`src/rtl/cls_pkg.sv`:
```
// shared types and constants for the rgb background/foreground classifier
// no dependencies; used by cls_front, cls_back and the top level
package cls_pkg;

  localparam int unsigned PixW   = 8;   // one color channel
  localparam int unsigned DotW   = 18;  // three-term sum of 8x8 products
  localparam int unsigned ProdW  = 36;  // product of two dot sums
  localparam int unsigned LevelW = 8;
  localparam int unsigned ColorW = 9;
  localparam int unsigned SqW    = 18;  // color threshold squared
  localparam int unsigned DevW   = 25;  // 100 times brightness deviation
  localparam int unsigned TbW    = 26;  // level threshold times b
  localparam int unsigned CfgAddrW = 2;

  localparam logic [LevelW-1:0] LevelReset = 8'd24;
  localparam logic [ColorW-1:0] ColorReset = 9'd24;
  localparam logic [LevelW-1:0] FlagLevel  = 8'd255;
  localparam logic [DevW-1:0]   PctScale   = 25'd100;

  // configuration register indexes
  typedef enum logic [CfgAddrW-1:0] {
    CFG_DIFF_METHOD     = 2'd0,
    CFG_LEVEL_THRESHOLD = 2'd1,
    CFG_COLOR_THRESHOLD = 2'd2
  } cfg_idx_e;

  // dot products and max channel difference of one pixel
  typedef struct packed {
    logic [DotW-1:0]   a;     // cur . bg
    logic [DotW-1:0]   b;     // bg . bg
    logic [DotW-1:0]   s;     // cur . cur
    logic [PixW-1:0]   maxd;  // largest absolute channel difference
  } front_t;

  // live configuration seen by the pipeline
  typedef struct packed {
    logic              diff_method;
    logic [LevelW-1:0] level_threshold;
    logic [SqW-1:0]    color_sq;
  } cfg_t;

endpackage

```
`src/rtl/cls_front.sv`:
```
// front half of the pipeline: channel products and differences, then dot sums
// depends on cls_pkg
module cls_front (
  input  logic                  clk_i,
  input  logic                  rst_ni,
  input  logic [7:0]            cur_red_i,
  input  logic [7:0]            cur_green_i,
  input  logic [7:0]            cur_blue_i,
  input  logic [7:0]            bg_red_i,
  input  logic [7:0]            bg_green_i,
  input  logic [7:0]            bg_blue_i,
  input  logic                  in_valid_i,
  output logic                  in_ready_o,
  output logic                  out_valid_o,
  input  logic                  out_ready_i,
  output cls_pkg::front_t       out_data_o
);
  import cls_pkg::*;

  logic [2:0][PixW-1:0]   cur, bg;
  logic [2:0][2*PixW-1:0] pcb_d, pbb_d, pcc_d;
  logic [2:0][2*PixW-1:0] pcb_q, pbb_q, pcc_q;
  logic [2:0][PixW-1:0]   absd_d, absd_q;
  logic                   v1_q, v2_q;
  logic                   rdy1, rdy2;
  front_t                 dot_d, dot_q;
  logic [PixW-1:0]        max01;

  assign cur = {cur_blue_i, cur_green_i, cur_red_i};
  assign bg  = {bg_blue_i, bg_green_i, bg_red_i};

  // stage ready chain: a stage moves when it is empty or its successor moves
  assign rdy2       = ~v2_q | out_ready_i;
  assign rdy1       = ~v1_q | rdy2;
  assign in_ready_o = rdy1;

  // stage 1 logic: per-channel products and absolute differences
  always_comb begin
    for (int i = 0; i < 3; i++) begin
      pcb_d[i]  = {{PixW{1'b0}}, cur[i]} * {{PixW{1'b0}}, bg[i]};
      pbb_d[i]  = {{PixW{1'b0}}, bg[i]} * {{PixW{1'b0}}, bg[i]};
      pcc_d[i]  = {{PixW{1'b0}}, cur[i]} * {{PixW{1'b0}}, cur[i]};
      absd_d[i] = (cur[i] > bg[i]) ? (cur[i] - bg[i]) : (bg[i] - cur[i]);
    end
  end

  // stage 2 logic: three-term sums and max difference
  always_comb begin
    dot_d.a = DotW'(pcb_q[0]) + DotW'(pcb_q[1]) + DotW'(pcb_q[2]);
    dot_d.b = DotW'(pbb_q[0]) + DotW'(pbb_q[1]) + DotW'(pbb_q[2]);
    dot_d.s = DotW'(pcc_q[0]) + DotW'(pcc_q[1]) + DotW'(pcc_q[2]);
    max01   = (absd_q[1] > absd_q[0]) ? absd_q[1] : absd_q[0];
    dot_d.maxd = (absd_q[2] > max01) ? absd_q[2] : max01;
  end

  // valid bits
  always_ff @(posedge clk_i or negedge rst_ni) begin
    if (!rst_ni) begin
      v1_q <= 1'b0;
      v2_q <= 1'b0;
    end else begin
      if (rdy1) v1_q <= in_valid_i;
      if (rdy2) v2_q <= v1_q;
    end
  end

  // payload registers
  always_ff @(posedge clk_i) begin
    if (rdy1 && in_valid_i) begin
      pcb_q  <= pcb_d;
      pbb_q  <= pbb_d;
      pcc_q  <= pcc_d;
      absd_q <= absd_d;
    end
    if (rdy2 && v1_q) begin
      dot_q <= dot_d;
    end
  end

  assign out_valid_o = v2_q;
  assign out_data_o  = dot_q;

endmodule

```
`src/rtl/cls_back.sv`:
```
// back half of the pipeline: cross products, then threshold compares and result
// depends on cls_pkg
module cls_back (
  input  logic                  clk_i,
  input  logic                  rst_ni,
  input  cls_pkg::cfg_t         cfg_i,
  input  logic                  in_valid_i,
  output logic                  in_ready_o,
  input  cls_pkg::front_t       in_data_i,
  output logic                  out_valid_o,
  input  logic                  out_ready_i,
  output logic                  is_foreground_o,
  output logic [7:0]            diff_level_o
);
  import cls_pkg::*;

  logic              v3_q, v4_q;
  logic              rdy3, rdy4;
  logic [DotW-1:0]   dev;
  logic [ProdW-1:0]  sb_q, aa_q, c2b_q;
  logic [DevW-1:0]   dev100_q;
  logic [TbW-1:0]    tb_q;
  logic              bz_q;
  logic [PixW-1:0]   maxd_q;
  logic [ProdW:0]    rhs;
  logic              bright, color, fg_d;
  logic [LevelW-1:0] level_d;
  logic              fg_q;
  logic [LevelW-1:0] level_q;

  assign rdy4       = ~v4_q | out_ready_i;
  assign rdy3       = ~v3_q | rdy4;
  assign in_ready_o = rdy3;

  // stage 3 logic: brightness deviation
  assign dev = (in_data_i.a > in_data_i.b) ? (in_data_i.a - in_data_i.b)
                                           : (in_data_i.b - in_data_i.a);

  // stage 4 logic: distortion compares or max-difference compare
  always_comb begin
    rhs    = {1'b0, aa_q} + {1'b0, c2b_q};
    bright = {1'b0, dev100_q} > tb_q;
    color  = {1'b0, sb_q} > rhs;
    if (cfg_i.diff_method) begin
      fg_d    = maxd_q > cfg_i.level_threshold;
      level_d = maxd_q;
    end else begin
      fg_d    = ~bz_q & (bright | color);
      level_d = fg_d ? FlagLevel : '0;
    end
  end

  // valid bits
  always_ff @(posedge clk_i or negedge rst_ni) begin
    if (!rst_ni) begin
      v3_q <= 1'b0;
      v4_q <= 1'b0;
    end else begin
      if (rdy3) v3_q <= in_valid_i;
      if (rdy4) v4_q <= v3_q;
    end
  end

  // payload registers: one multiply per path in stage 3
  always_ff @(posedge clk_i) begin
    if (rdy3 && in_valid_i) begin
      sb_q     <= ProdW'(in_data_i.s) * ProdW'(in_data_i.b);
      aa_q     <= ProdW'(in_data_i.a) * ProdW'(in_data_i.a);
      c2b_q    <= ProdW'(cfg_i.color_sq) * ProdW'(in_data_i.b);
      dev100_q <= DevW'(dev) * PctScale;
      tb_q     <= TbW'(cfg_i.level_threshold) * TbW'(in_data_i.b);
      bz_q     <= (in_data_i.b == '0);
      maxd_q   <= in_data_i.maxd;
    end
    if (rdy4 && v3_q) begin
      fg_q    <= fg_d;
      level_q <= level_d;
    end
  end

  assign out_valid_o     = v4_q;
  assign is_foreground_o = fg_q;
  assign diff_level_o    = level_q;

endmodule

```
`src/rtl/rgb_background_foreground_classifier_top.sv`:
```
// top level of the rgb background/foreground classifier: config registers
// and the four-stage pipeline; depends on cls_pkg, cls_front and cls_back
//
// throughput: one pixel per cycle; the pipeline stalls only when out_ready_i is low
// reset: diff_method 0, level_threshold 24, color_threshold 24, pipeline empty
// a color threshold write lands in color_thr_q, then its square is registered in color_sq_q
module rgb_background_foreground_classifier_top (
  input  logic                        clk_i,
  input  logic                        rst_ni,
  input  logic                        cfg_we_i,
  input  logic [cls_pkg::CfgAddrW-1:0] cfg_addr_i,
  input  logic [8:0]                  cfg_wdata_i,
  input  logic                        in_valid_i,
  output logic                        in_ready_o,
  input  logic [7:0]                  cur_red_i,
  input  logic [7:0]                  cur_green_i,
  input  logic [7:0]                  cur_blue_i,
  input  logic [7:0]                  bg_red_i,
  input  logic [7:0]                  bg_green_i,
  input  logic [7:0]                  bg_blue_i,
  output logic                        out_valid_o,
  input  logic                        out_ready_i,
  output logic                        is_foreground_o,
  output logic [7:0]                  diff_level_o
);
  import cls_pkg::*;

  logic              method_q;
  logic [LevelW-1:0] level_thr_q;
  logic [ColorW-1:0] color_thr_q;
  logic [SqW-1:0]    color_sq_q;
  cfg_t              cfg;
  front_t            mid_data;
  logic              mid_valid, mid_ready;

  // configuration registers; unknown indexes are ignored
  always_ff @(posedge clk_i or negedge rst_ni) begin
    if (!rst_ni) begin
      method_q    <= 1'b0;
      level_thr_q <= LevelReset;
      color_thr_q <= ColorReset;
    end else if (cfg_we_i) begin
      unique case (cfg_addr_i)
        CFG_DIFF_METHOD:     method_q    <= cfg_wdata_i[0];
        CFG_LEVEL_THRESHOLD: level_thr_q <= cfg_wdata_i[LevelW-1:0];
        CFG_COLOR_THRESHOLD: color_thr_q <= cfg_wdata_i;
        default: ;
      endcase
    end
  end

  // squared color threshold, registered ahead of its use in stage 3
  always_ff @(posedge clk_i) begin
    color_sq_q <= SqW'(color_thr_q) * SqW'(color_thr_q);
  end

  assign cfg.diff_method     = method_q;
  assign cfg.level_threshold = level_thr_q;
  assign cfg.color_sq        = color_sq_q;

  cls_front u_front (
    .clk_i       (clk_i),
    .rst_ni      (rst_ni),
    .cur_red_i   (cur_red_i),
    .cur_green_i (cur_green_i),
    .cur_blue_i  (cur_blue_i),
    .bg_red_i    (bg_red_i),
    .bg_green_i  (bg_green_i),
    .bg_blue_i   (bg_blue_i),
    .in_valid_i  (in_valid_i),
    .in_ready_o  (in_ready_o),
    .out_valid_o (mid_valid),
    .out_ready_i (mid_ready),
    .out_data_o  (mid_data)
  );

  cls_back u_back (
    .clk_i           (clk_i),
    .rst_ni          (rst_ni),
    .cfg_i           (cfg),
    .in_valid_i      (mid_valid),
    .in_ready_o      (mid_ready),
    .in_data_i       (mid_data),
    .out_valid_o     (out_valid_o),
    .out_ready_i     (out_ready_i),
    .is_foreground_o (is_foreground_o),
    .diff_level_o    (diff_level_o)
  );

`ifndef SYNTH
  // input side only backs up when a result is held at the output
  a_ready_stall: assert property (@(posedge clk_i) disable iff (!rst_ni)
    !in_ready_o |-> (out_valid_o && !out_ready_i))
    else $error("input stalled while output not blocked");

  // max-difference mode: flag agrees with the level and threshold
  a_mode1_flag: assert property (@(posedge clk_i) disable iff (!rst_ni)
    (out_valid_o && method_q) |-> (is_foreground_o == (diff_level_o > level_thr_q)))
    else $error("mode 1 flag disagrees with level");

  // distortion mode: level mirrors the flag
  a_mode0_level: assert property (@(posedge clk_i) disable iff (!rst_ni)
    (out_valid_o && !method_q) |->
      (diff_level_o == (is_foreground_o ? FlagLevel : 8'd0)))
    else $error("mode 0 level does not mirror flag");
`endif

endmodule
```
`config.mk`:
```
export PLATFORM = sky130hd
export DESIGN_NAME = rgb_background_foreground_classifier_top
export DESIGN_NICKNAME = d
export VERILOG_FILES = /design/src/rtl/cls_pkg.sv /design/src/rtl/cls_front.sv /design/src/rtl/cls_back.sv /design/src/rtl/rgb_background_foreground_classifier_top.sv
export SDC_FILE = /design/constraint.sdc
export NUM_CORES = 2
export LEC_CHECK = 0
export BUFFER_PORTS_ARGS = -buffer_cell sky130_fd_sc_hd__buf_2
export CAP_MARGIN = 30
export CORE_AREA = 2 2 404 326
export CTS_BUF_LIST = sky130_fd_sc_hd__clkbuf_8
export DETAILED_ROUTE_END_ITERATION = 16
export DIE_AREA = 0 0 406 328
export PLACE_DENSITY_LB_ADDON = 0.05
export SLEW_MARGIN = 20
export SYNTH_ARGS = -nofsm -noshare
export SYNTH_HDL_FRONTEND = slang
export SYNTH_HIERARCHICAL = 1
export SYNTH_SLANG_ARGS = --single-unit
```
`constraint.sdc`:
```
create_clock -name clk_i -period 6.65 [get_ports clk_i]
set_input_delay 1.6625 -clock clk_i [delete_from_list [all_inputs] [get_ports clk_i]]
set_output_delay 1.6625 -clock clk_i [all_outputs]
set_load 0.01 [all_outputs]
```
==> metrics.md <==
| Metric | Value |
|---|---|
| Slowest cell on the critical path | `fa_1` |
| Crit. End Element | `register` |
| Most common flop cell mapped by yosys | `edfxtp_1` |
| WS Path Type | `register to register` |
| Vias in the first global route | `59,000` |
| Nets | `10,700` |
| Worst-margin pin slew | `909 ps` |
| Post-synthesis cell count | `8,130` |
| Initial core utilization | `0.598` |
| Chip Width | `406 um` |
| Die Ht | `328 um` |
| CP max stage delay | `570 ps` |
| Max Fanout on Critical Path | `8` |
| Fmax | `153 MHz` |
| Number of synthesized flops with an enable pin | `398` |
| Worst EP required | `7160 ps` |
| Sink Count | `437` |
| Area growth from synthesis to final layout | `9.06%` |
| Synth top area cells | `fa_1, ha_1, edfxtp_1` |
| # setup viols final | `0` |
| Delay-heaviest family, CP | `adder cells` |
| Floorplan core area | `129,000 um^2` |
| Final period utilization | `0.986` |
| CTS tree | `done` |
| DRC Markers | `0` |
| Skew-Pair Late Insertion Delay | `800 ps` |
| Standard-cell rows | `118` |
| Num CTS Buffers | `79` |
| Full die area | `133,000 um^2` |
| # IOs | `75` |
| Global route overflow | `0` |
| Global Route Usage Sum | `0.320` |
| Clk slew on worst S/H paths | `60 ps` |
| Synth async-reset ratio | `0.0503` |
| Crit path time final | `6550 ps` |
| 1st-iter DRT viols | `3,862` |
| Post-DP HPWL | `169,000 um` |
| Crit path buf inv count | `5` |
| WL final | `207,000 um` |
| Routed WL per cell | `20.2 um` |
| Most used cell, CP | `fa_1` |
| Clock tree buffer depth | `3` |
| Total number of vias | `56,600` |
| Startpoint types | `register` |
| Final Hold Viols | `0` |
| Slew headroom | `0.394` |
| Post-route ant nets | `0` |
| Worst hold path class | `register to register` |
| RePlAce Congestion | `0.930` |
| Clk root buf | `clkbuf_8` |
| IO buf count | `74` |
| Unrepaired setup endpoints after global routing | `yes` |
| Syn avg cell area | `9.48 um^2` |
| Initial antenna violation count | `7` |
| Layout cell share with drive strength beyond 1 | `0.0884` |
| Netlist Area Pre-Place | `77,100 um^2` |
| Pin count of the biggest net entering global routing | `142` |
| First-pass GRT wire length | `328,000 um` |
| Post-synth top area share | `0.307` |
| Worst Path Arrival | `7060 ps` |
| Ys Warns | `6` |
| CP Cell Sequence | `buf_4 -> buf_6 -> nand2_1 -> fa_1 -> inv_1 -> fa_1 -> fa_1 -> fa_1 -> fa_1 -> inv_1 -> fa_1 -> inv_1 -> ha_1 -> o21ai_2 -> nor2_4 -> nand3_2 -> o31a_1 -> a211oi_4 -> nor2_4 -> a2111oi_4 -> o21a_1 -> nor2_1 -> xnor2_1` |
| Status | `finished clean` |
| Sequential area share after synthesis | `0.167` |
| Initial DRT Pass Iterations | `6` |
| TNS Setup | `0 ps` |
| Clock skew | `56.6 ps` |
| Synth area leader | `fa_1` |
| Pins over their slew limit | `0` |
| Hold buffers post-CTS | `0` |
| Vias per cell | `5.53` |
| Htree depth | `3` |
| Unique masters post-synth | `108` |
| Max-Cap Viols | `0` |
| Seq cells post-synth | `437` |
-- placed cells by master, fill, tap and decap left out, drive strengths merged, types with 36 or more instances in the layout --
| master | netlist | final |
|---|---|---|
| a211oi | 37 | 37 |
| a21o | 163 | 163 |
| a21oi | 289 | 289 |
| and2 | 351 | 351 |
| buf | 27 | 461 |
| clkbuf | 223 | 83 |
| clkinv | 10 | 36 |
| edfxtp | 398 | 398 |
| fa | 1182 | 1182 |
| ha | 1026 | 1026 |
| inv | 1718 | 1741 |
| mux2i | 55 | 55 |
| nand2 | 783 | 783 |
| nand2b | 54 | 54 |
| nand3 | 55 | 55 |
| nand4 | 49 | 49 |
| nor2 | 561 | 561 |
| nor2b | 53 | 53 |
| nor3 | 71 | 71 |
| o21a | 54 | 54 |
| o21ai | 176 | 176 |
| o21bai | 46 | 46 |
| xnor2 | 232 | 232 |
| xor2 | 139 | 139 |
-- cell families (layout without fill, tap and decap cells) --
| group | after synthesis | in the layout | share of synthesized area |
|---|---|---|---|
| xor+xnor | 371 | 371 | 0.0421 |
| flops | 437 | 437 | 0.167 |
| other cells | 2 | 21 | 0.0000974 |
| fa+ha+maj | 2208 | 2208 | 0.473 |
| simple gates | 2077 | 2077 | 0.124 |
| buf+inv | 1978 | 2330 | 0.0969 |
| mux | 81 | 81 | 0.0110 |
| compound gates | 976 | 976 | 0.0859 |
-- per-layer routing --
layer  part of all wire  track usage
met5           0.000068            0
met1               0.43        0.440
met2               0.47        0.523
met3              0.059       0.0395
met4              0.040        0.118
-- flip-flops by register name, indices dropped and copies added (netlist names), 8 cells and up --
name and count:
u_back/c2b_q 36, u_back/dev100_q 23, u_front/absd_q 24, u_back/sb_q 36, u_front/pcc_q 45, u_front/out_data_o 62
level_thr_q 8, u_back/aa_q 35, u_back/maxd_q 8, u_front/pcb_q 48, u_front/pbb_q 45, color_sq_q 17
color_thr_q 9, u_back/diff_level_o 8, u_back/tb_q 26
-- path summary, 6_finish.rpt --
path	start	endpoint	slack, ps	cells after the start
min in group asynchronous	rst_ni	u_back/out_valid_o	860	1
max reg2reg	u_front/out_data_o[18]	u_back/sb_q[35]	100	23
max	u_front/out_data_o[18]	u_back/sb_q[35]	100	23
max in group asynchronous	rst_ni	color_thr_q[8]	5360	1
min	u_front/out_data_o[4]	u_back/maxd_q[4]	420	0
min reg2reg	u_front/out_data_o[4]	u_back/maxd_q[4]	420	0
-- layout make-up --
class / instances / area, um^2
sequential: 437 / 12900
inverter: 1728 / 6500
timing repair buffer: 464 / 3850
clock inverter: 58 / 407
multi-input combinational: 5730 / 57200
clock buffer: 80 / 1100
antenna: 4 / 10.0
tap: 1740 / 2180
fill: 10800 / 44800
-- through the flow --
step                       util  setup WS, ps  hold slack (ps)  instances  instance area, um^2
after floorplan               -           166              345       8145                77200
after detailed placement  0.634          -166              405      10100                81700
final                     0.652          95.5              418      10200                84100
after CTS                 0.646          14.7              408      10200                83300
after global routing      0.652         -78.7              415      10200                84100
after global placement    0.634          -108              403      10100                81700
-- synthesized netlist by cell type (9+ instances only) --
cell type and n:
a211o_1 11, a211oi_1 35, a21boi_0 10, a21o_1 163, a21oi_1 267, a21oi_2 21
a221oi_1 12, a31o_2 9, a31oi_1 29, and2_1 351, and3_1 30, buf_1 13
clkbuf_1 223, clkinv_1 10, dfrtp_1 18, dfxtp_1 17, edfxtp_1 398, fa_1 1182
ha_1 1026, inv_1 1709, inv_2 9, mux2_2 24, mux2i_1 54, nand2_1 783
nand2b_1 54, nand3_1 55, nand4_1 49, nor2_1 559, nor2b_1 53, nor3_1 70
nor4_1 14, o211ai_1 19, o21a_1 54, o21ai_0 135, o21ai_1 37, o21bai_1 46
o31a_1 15, o31ai_1 10, or2_2 14, or3_1 10, xnor2_1 232, xor2_1 139
-- timing repair --
item	CTS	global route
gates cloned	0	3
setup buffers	7	34
pin swaps	0	32
endpoints found under the setup margin	3	33
gates resized for setup	2	98
Power is left out: the tool's default activity adds up to more than one toggle a clock period on the data nets, which glitch-free logic cannot reach.
